--- src/lap_pkg.sv ---
// ----------------------------------------------------------------------------
// lap_pkg
// Shared constants, types and helpers of the LFO all-pass phaser core.
// ----------------------------------------------------------------------------
package lap_pkg;

  localparam int BUF_DEPTH    = 64;
  localparam int MAX_STAGES   = 8;
  localparam int SINE_ENTRIES = 1024;

  localparam int PTR_W      = $clog2(BUF_DEPTH);
  localparam int CNT_W      = $clog2(MAX_STAGES + 1);
  localparam int SINE_IDX_W = $clog2(SINE_ENTRIES);

  localparam int SMP_W  = 16;
  localparam int OPD_W  = 18;
  localparam int PROD_W = 2 * OPD_W;

  localparam int PADDR_W = 5;

  localparam logic [2:0] REG_PHASE_STEP    = 3'd0;
  localparam logic [2:0] REG_DEPTH_LEVEL   = 3'd1;
  localparam logic [2:0] REG_MIX_LEVEL     = 3'd2;
  localparam logic [2:0] REG_STAGE_COUNT   = 3'd3;
  localparam logic [2:0] REG_EFFECT_ENABLE = 3'd4;
  localparam logic [2:0] REG_OUTPUT_OFFSET = 3'd5;

  localparam logic [15:0] Q15_ONE  = 16'd32768;
  localparam logic [15:0] Q15_HALF = 16'd16384;

  typedef enum logic [3:0] {
    ST_IDLE,
    ST_X2,
    ST_T,
    ST_U,
    ST_S,
    ST_G,
    ST_GEND,
    ST_STG_MUL,
    ST_STG_ADD,
    ST_MIX1,
    ST_MIX2,
    ST_MIX3,
    ST_DONE
  } state_t;

  typedef struct packed {
    logic                    rd_en;
    logic [PTR_W-1:0]        rd_addr;
    logic                    wr_en;
    logic [PTR_W-1:0]        wr_addr;
    logic signed [SMP_W-1:0] wr_data;
  } dly_req_t;

  function automatic logic signed [SMP_W-1:0] sat16(input logic signed [PROD_W-1:0] v);
    logic signed [SMP_W-1:0] r;
    if (v > PROD_W'(signed'(32767))) begin
      r = 16'sh7fff;
    end else if (v < -PROD_W'(signed'(32768))) begin
      r = -16'sh8000;
    end else begin
      r = v[SMP_W-1:0];
    end
    return r;
  endfunction

endpackage

--- src/lap_mul.sv ---
// ----------------------------------------------------------------------------
// lap_mul
// Shared signed multiplier with a registered product.
// ----------------------------------------------------------------------------
module lap_mul import lap_pkg::*; (
  input  logic                     clk,
  input  logic signed [OPD_W-1:0]  op_a,
  input  logic signed [OPD_W-1:0]  op_b,
  output logic signed [PROD_W-1:0] prod
);

  logic signed [PROD_W-1:0] prod_r;

  always_ff @(posedge clk) begin
    prod_r <= op_a * op_b;
  end

  assign prod = prod_r;

endmodule

--- config.mk ---
export PLATFORM = sky130hd
export DESIGN_NAME = lap_mul
export DESIGN_NICKNAME = d
export VERILOG_FILES = /design/src/lap_pkg.sv /design/src/lap_mul.sv
export SDC_FILE = /design/constraint.sdc
export NUM_CORES = 1
export LEC_CHECK = 0
export ABC_AREA = 1
export BUFFER_PORTS_ARGS = -buffer_cell sky130_fd_sc_hd__buf_2
export CORE_MARGIN = 2
export CORE_UTILIZATION = 59
export DETAILED_ROUTE_END_ITERATION = 10
export MAX_ROUTING_LAYER = met4
export PLACE_DENSITY = 0.78
export SETUP_SLACK_MARGIN = 0.4
export SLEW_MARGIN = 20
export SYNTH_ARGS = -nofsm -noshare
export SYNTH_HDL_FRONTEND = slang
export SYNTH_SLANG_ARGS = --single-unit
--- constraint.sdc ---
create_clock -name clk -period 5.1 [get_ports clk]
set_input_delay 0.255 -clock clk [delete_from_list [all_inputs] [get_ports clk]]
set_output_delay 0.255 -clock clk [all_outputs]
set_load 0.005 [all_outputs]
==> flow_summary.ini <==
[sta]
setup_viol = 0
fin_ws_ns = 0.261
rsz0062_at_grt = true
period_minus_slack_ns = 4.84
finalCritPeriodShare_pct = 94.9
hold_violations = 0
relSlewSlack_pct = 76.5
tightestPinTransition_ns = 0.352
max_freq_mhz = 207
slew_viol_final = 0

[global_route]
grt_max_degree = 17
grt.total_usage_pct = 32.6
grt_overflow_total = 0
antenna_found_initial = 0
grt_pass1_wl_microns = 61000
grt_pass1_vias = 12900

[floorplan]
initial_core_util_pct = 59.7
dieHeight_microns = 157
die-area_sq_um = 24800
io-pin-count = 73
fp.coreArea_sq_um = 23300
die_w_microns = 157
rows = 56

[outcome]
status = complete, no violations

[final_layout]
nets = 2476
drive_gt1_share_pct = 28.8
syn2layout_area_growth_pct = 29.1
antenna_cells = 0
largest_reg_flops = 36

[job]
max_cap_violations = 0

[synthesis]
syn_inst = 1826
syn_nets = 2285
avgSynthCellArea_sq_um = 7.61
yosys_warnings = 0
yosysTopAreaCellShare_pct = 47.4
yosysSeqAreaShare_pct = 5.19
synthTopCellsByArea = fa_1 47%, inv_1 16%, nand2_1 14%
yosys.area.top_type = fa_1
ys_types = 26
yosys_register_bits = 36
syn_area_sq_um = 13900

[route]
drtPass1Iterations = 5
drt_wl_total_microns = 38900
num_vias = 12000
drc_errors = 0
ant_nets = 0
wire_per_inst_microns = 16.6
drt_iter0_drc = 767
vias_per_cell = 5.13

[clock_network]
numCtsBuffers = 5
cts_tree = built
ctsHoldBuffers = 0
path_clk_slew_ns = 0.06
ctsRootBufferMaster = clkbuf_16
cts_buffer_depth = 2
cts_sinks = 36
htree_levels = 2

[setup_path]
start_kind = primary input
critical_path.endpoint_type = flip-flop
crit_path_frequent_cell = fa_1
worstPathArrival_ns = 5.02
cp.required_ns = 5.28
path_max_fanout = 8
worst-setup-path-type = in2reg
crit_path_max_incr_delay_ns = 0.57
slowest_stage = fa_1

[place]
io_buffer_count = 72
place_hpwl_microns = 30600
dpl_worst_slack_ns = -0.325
gp_congestion = 0.947

[min_path]
holdCritPathClass = in2reg
per-layer routing:
metal | global-route usage [%] | vias to the layer above | part of all wire, %
li1 | - | 5403 | -
met1 | 38.0 | 5967 | 36
met2 | 57.5 | 453 | 53
met3 | 4.60 | 158 | 5.9
met4 | 11.9 | 0 | 5.1
met5 | - | - | 0
cell usage after synthesis:
cell      instances
nand3_1          33
ha_1             93
nand2_1         503
dfxtp_1          36
nor2_2            7
buf_1             3
o21ai_0           5
a21o_1            1
or2_2             3
o21bai_1          6
nand3_2           1
xnor2_1           3
xor2_1           14
clkbuf_1         68
nor2_1           59
inv_2             3
nand4_1           8
fa_1            329
or2_1             1
nand3b_1          2
a21oi_1          26
and2_4            1
nor3_1            5
nand2_2           6
and2_1            5
inv_1           605
critical path: cells and delay by family:
kind                     cells  cell delay (ns)
buffers and inverters       11             0.86
adder cells (fa/ha/maj)      7             3.17
AND/OR/NAND/NOR              7             0.71
cell type report:
class	instances	area, sq um
clock inverter	3	42.5
timing repair buffer	255	2300
inverter	608	2320
sequential	36	721
multi-input combinational	1111	12000
tap	319	399
clock buffer	5	125
fill	1567	5320
cell families (layout without fill, tap and decap cells):
logic type      after synthesis  count (layout)  share of synthesized area, %
flops                        36              36                          5.19
simple gates                634             634                          18.1
xor+xnor                     17              17                          1.07
buf+inv                     679             871                          18.3
fa+ha+maj                   422             422                          55.8
compound gates               38              38                          1.49
worst paths after layout:
check             depth (start not counted)  slack, ns     start  endpoint
setup / recovery                         25       0.26  op_a[17]  prod[24]
hold / removal                            4       0.47   op_a[0]   prod[0]
placed cells by master, fill, tap and decap left out, types with 3 or more instances in the layout:
| cell | n |
|---|---|
| a21oi_1 | 3 |
| a21oi_2 | 15 |
| a21oi_4 | 8 |
| and2_4 | 5 |
| buf_12 | 21 |
| buf_2 | 41 |
| buf_4 | 148 |
| buf_6 | 36 |
| buf_8 | 6 |
| clkbuf_16 | 6 |
| dfxtp_1 | 36 |
| fa_1 | 301 |
| fa_2 | 28 |
| ha_1 | 62 |
| ha_4 | 31 |
| inv_1 | 536 |
| inv_2 | 60 |
| inv_4 | 8 |
| inv_6 | 3 |
| nand2_1 | 408 |
| nand2_2 | 62 |
| nand2_4 | 38 |
| nand3_1 | 18 |
| nand3_2 | 14 |
| nand4_1 | 8 |
| nor2_1 | 38 |
| nor2_2 | 4 |
| nor2_4 | 24 |
| nor3_4 | 3 |
| o21bai_1 | 3 |
| xnor2_1 | 3 |
| xor2_1 | 12 |
metrics by stage:
stage	hold slack (ns)	area (sq um)	cells	utilization [%]	setup TNS, ns
6_report	0.472	17900	2337	77.2	0
3_5_place_dp	0.630	16100	2290	69.4	-2.48
2_1_floorplan	0.525	14900	1826	-	0
3_3_place_gp	0.631	16100	2290	69.4	-1.33
4_1_cts	0.474	17200	2324	73.9	0
5_1_grt	0.506	17900	2337	77.2	0
what timing repair did:
item	4_1_cts	5_1_grt
hold endpoints to repair	0	0
setup endpoints to repair	23	25
gates cloned	1	1
resized for setup	197	192
pin swaps	116	139
buffers inserted	25	12
Power is left out: the tool's default activity adds up to more than one toggle a clock period on the data nets, which glitch-free logic cannot reach.
