**src/lap_pkg.sv**
```systemverilog
// ----------------------------------------------------------------------------
// lap_pkg
// Shared constants, types and helpers of the LFO all-pass phaser core.
// ----------------------------------------------------------------------------
package lap_pkg;

  localparam int BUF_DEPTH    = 64;
  localparam int MAX_STAGES   = 8;
  localparam int SINE_ENTRIES = 1024;

  localparam int PTR_W      = $clog2(BUF_DEPTH);
  localparam int CNT_W      = $clog2(MAX_STAGES + 1);
  localparam int SINE_IDX_W = $clog2(SINE_ENTRIES);

  localparam int SMP_W  = 16;
  localparam int OPD_W  = 18;
  localparam int PROD_W = 2 * OPD_W;

  localparam int PADDR_W = 5;

  localparam logic [2:0] REG_PHASE_STEP    = 3'd0;
  localparam logic [2:0] REG_DEPTH_LEVEL   = 3'd1;
  localparam logic [2:0] REG_MIX_LEVEL     = 3'd2;
  localparam logic [2:0] REG_STAGE_COUNT   = 3'd3;
  localparam logic [2:0] REG_EFFECT_ENABLE = 3'd4;
  localparam logic [2:0] REG_OUTPUT_OFFSET = 3'd5;

  localparam logic [15:0] Q15_ONE  = 16'd32768;
  localparam logic [15:0] Q15_HALF = 16'd16384;

  typedef enum logic [3:0] {
    ST_IDLE,
    ST_X2,
    ST_T,
    ST_U,
    ST_S,
    ST_G,
    ST_GEND,
    ST_STG_MUL,
    ST_STG_ADD,
    ST_MIX1,
    ST_MIX2,
    ST_MIX3,
    ST_DONE
  } state_t;

  typedef struct packed {
    logic                    rd_en;
    logic [PTR_W-1:0]        rd_addr;
    logic                    wr_en;
    logic [PTR_W-1:0]        wr_addr;
    logic signed [SMP_W-1:0] wr_data;
  } dly_req_t;

  function automatic logic signed [SMP_W-1:0] sat16(input logic signed [PROD_W-1:0] v);
    logic signed [SMP_W-1:0] r;
    if (v > PROD_W'(signed'(32767))) begin
      r = 16'sh7fff;
    end else if (v < -PROD_W'(signed'(32768))) begin
      r = -16'sh8000;
    end else begin
      r = v[SMP_W-1:0];
    end
    return r;
  endfunction

endpackage

```
**src/lap_dly.sv**
```systemverilog
// ----------------------------------------------------------------------------
// lap_dly
// Circular delay store with per-entry valid bits; unwritten entries read zero.
// ----------------------------------------------------------------------------
module lap_dly import lap_pkg::*; (
  input  logic                    clk,
  input  logic                    rst_n,
  input  dly_req_t                req,
  output logic signed [SMP_W-1:0] rd_data
);

  logic signed [SMP_W-1:0] mem [BUF_DEPTH];
  logic [BUF_DEPTH-1:0]    vld_r;
  logic signed [SMP_W-1:0] data_r;
  logic                    hit_r;

  always_ff @(posedge clk) begin
    if (req.wr_en) begin
      mem[req.wr_addr] <= req.wr_data;
    end
    if (req.rd_en) begin
      data_r <= mem[req.rd_addr];
    end
  end

  always_ff @(posedge clk) begin
    if (!rst_n) begin
      vld_r <= '0;
      hit_r <= 1'b0;
    end else begin
      if (req.wr_en) begin
        vld_r[req.wr_addr] <= 1'b1;
      end
      if (req.rd_en) begin
        hit_r <= vld_r[req.rd_addr];
      end
    end
  end

  assign rd_data = hit_r ? data_r : '0;

endmodule

```
**config.mk**
```make
export PLATFORM = sky130hd
export DESIGN_NAME = lap_dly
export DESIGN_NICKNAME = d
export VERILOG_FILES = /design/src/lap_pkg.sv /design/src/lap_dly.sv
export SDC_FILE = /design/constraint.sdc
export NUM_CORES = 1
export LEC_CHECK = 0
export ABC_AREA = 1
export BUFFER_PORTS_ARGS = -buffer_cell sky130_fd_sc_hd__buf_2
export CAP_MARGIN = 10
export CORE_MARGIN = 3
export CORE_UTILIZATION = 40
export CTS_CLUSTER_DIAMETER = 80
export DETAILED_ROUTE_END_ITERATION = 7
export GPL_ROUTABILITY_DRIVEN = 0
export PLACE_DENSITY = 0.69
export SETUP_SLACK_MARGIN = 0.3
export SYNTH_ARGS = -nofsm -noshare
export SYNTH_HDL_FRONTEND = slang
export SYNTH_SLANG_ARGS = --single-unit
```
**constraint.sdc**
```tcl
create_clock -name clk -period 1.8 [get_ports clk]
set_clock_uncertainty 0.2 [all_clocks]
set_input_delay 0.09 -clock clk [delete_from_list [all_inputs] [get_ports clk]]
set_output_delay 0.09 -clock clk [all_outputs]
set_load 0.05 [all_outputs]
```
==> impl_results.md <==
* Delay-heaviest family, CP: flip-flops
* Area after DPL at 0.0492 mm2
* CTS tree: yes
* Clock Sinks at around 1100
* Outcome: finished with violations
* Worst Tran Pin Value at just under 0.8 ns
* Hold Path Class: input port to register
* Leak pwr at 18.6 nW
* DRT Wirelength at 125000 um
* Vias in the first global route at between 20000 and 30000
* GRT Overall Usage at 0.216
* Placed cell count at 5190
* Largest net degree at the start of global routing at 70
* Tot Pwr at ~0.055 W
* Final slew viol count at 0
* Register bit count reported by yosys at 1105
* CP bufs+invs at 2
* CP startpoint kind: register
* Max-slew headroom at 0.484
* Pint at ~0.042 W
* Sequence of cells on the critical path: nand2_2, inv_2, buf_8
* Area share of the largest cell type after synthesis at 0.713
* Psw at between 0.01 and 0.015 W
* Crit end category: primary output
* Ys Warns at 0
* DRC viols at 0
* Cts bufs inserted at around 100
* Die area at 0.113 mm2
* Design Area, Final at 0.0543 mm2
* CTS H-tree lvls at 3
* Fmax achieved at about 530 MHz
* Max-Cap Viols at 0
* Setup TNS at -0.103 ns
* Layout area overhead at 24.1%
* Most common cell after layout, fill and taps aside: edfxtp_1
* Layout fillers at 8932
* WS Path Type: register to primary output
* Register share of total power at 0.518
* Top cells by area, synth: edfxtp_1 (71%), nor2_1 (6.1%), o21ai_0 (5.5%)
* GR Overflow Total at 0
* Final Non-Filler Cells at between 5000 and 6000
* Clock Pin Slew Worst Setup and Hold Paths at ~0.060 ns
* # IOs at 48
* Failing checks: setup timing
* Switch share at 0.228
* Setup violators final at 3
* Crit-path max FO at 1
* Initial antenna violation count at 1
* Fraction of layout cells with a size suffix above 1 at 0.224
* Die width at roughly 340 um
* Core area at about 0.11 mm2
* ANT nets after route at 0
* Routed len/inst at about 23 um
* Fin crit share at 1.04
* Syn_nets at between 3000 and 4000
* Maximum vdd drop at 0.740 mV
* PortBufs at between 40 and 50
* Period minus WS final at 1.87 ns
* Row count at between 100 and 150
* Data arrival, critical path at 1.58 ns
* First-pass GRT wire length at 185000 um
* Crit-path max cell delay at 0.54 ns
* Comb power frac at 0.083
* Worst-Skew Late Latency at 0.68 ns
* Synthesized area per cell at 11.9 um2
* Final worst slack at -0.0718 ns
* Via-per-instance ratio at 5.62
* Root Driver: clkbuf_16
* Die Ht at between 300 and 400 um
* Clock group share of total power at 0.398
* Cells after Synth at approximately 3700
* Seq/Total Area, Yosys at 0.743
* Max Buffers Root-to-Sink at 3
* Initial core utilization at 0.406
* Power Density at 1010 mW/mm2
* Synth unique cells at 18
* Final nets at 3947
* Final hold violation count at 0
* DR iter-0 viols at ~4000
* Most frequent cells in the layout: edfxtp_1 (1040), nor2_1 (642), nand2_1 (505), o21ai_0 (269), o22ai_1 (239)
* Dpl hpwl at around 74000 um
* Synth area leader: edfxtp_1
* CP required at 1.51 ns
* Vias at between 30000 and 40000
* Critical-path top delay cell: edfxtp_1
* First-pass detailed-route iteration total at 6
* Unrepaired setup endpoints after global routing: yes
* Area of the mapped netlist at ~0.044 mm2
kinds of logic (layout without fill, tap and decap cells):
family / after synthesis / count (layout) / synth area share
AO/OA/AOI/OAI: 768 / 768 / 0.0951
flip-flops: 1105 / 1105 / 0.743
AND/OR/NAND/NOR: 1504 / 1504 / 0.134
buffers and inverters: 297 / 624 / 0.0284
other: 0 / 1 / 0
state kept, by name (all words and copies together), names as in the netlist:
register,count
hit_r,1
mem,1024
data_r,16
vld_r,64
layout make-up:
class                   instances  area (um2)  area share
flip-flops and latches       1105       32500       0.599
multi-input cells            2272       11800       0.216
well taps                    1403        1760      0.0323
clock buffers                 138        2870      0.0528
clock inverters                52         526     0.00967
diodes                          1        2.50   0.0000460
inverters                      54         235     0.00433
repair buffers                380        4660      0.0857
tightest hold or removal path, delay by kind of cell:
kind,cells,cell delay (ns)
buffers and inverters,4,0.56
and+or+nand+nor,4,0.24
synthesized netlist by cell type:
cell	count
clkbuf_1	147
nand2_1	619
nor2_1	716
buf_4	6
o21ai_1	30
inv_4	1
buf_1	21
o21ai_0	482
inv_2	2
buf_2	66
buf_6	3
edfxtp_1	1040
dfxtp_1	65
clkinv_1	3
nor3_1	14
nand3_1	155
inv_1	48
o22ai_1	256
power by group through the flow:
stage          combinational [W]  clock, W  sequential, W
2_1_floorplan            0.00192         0         0.0289
3_3_place_gp             0.00392         0         0.0289
3_5_place_dp             0.00397         0         0.0289
4_1_cts                  0.00432    0.0220         0.0284
5_1_grt                  0.00486    0.0230         0.0284
6_report                 0.00456    0.0218         0.0284
what timing repair did:
item	4_1_cts	5_1_grt
gates resized for setup	347	245
hold buffers	21	0
endpoints found under the setup margin	33	33
endpoints found under the hold margin	1087	0
buffers inserted	1	2
pin swaps	91	122
layer usage:
metal	global-route usage	vias up	wire length (um)
li1	-	13600	-
met1	0.307	14900	50600
met2	0.334	1655	56700
met3	0.0371	222	13000
met4	0.0828	0	4320
met5	0	-	0
path summary, 6_finish.rpt:
| kind | endpoint | cells past startpoint | slack (ns) | start |
|---|---|---|---|---|
| setup / recovery | rd_data[13] | 3 | -0.07 | data_r[13] |
| hold / removal | vld_r[7] | 8 | 0.08 | req[21] |
| setup reg to reg | data_r[13] | 8 | 0.13 | mem[49][13] |
| hold reg to reg | vld_r[24] | 2 | 0.27 | vld_r[24] |
per-stage QoR:
step                       util  worst slack (ns)  hold WS (ns)
final                     0.504           -0.0718        0.0767
after global routing      0.504           -0.0811        0.0956
after CTS                 0.499           -0.0933        0.0431
after detailed placement  0.456            -0.469         0.147
after global placement    0.456            -0.465         0.147
after floorplan               -             0.135       -0.0111
(Power assumes the default switching activity.)
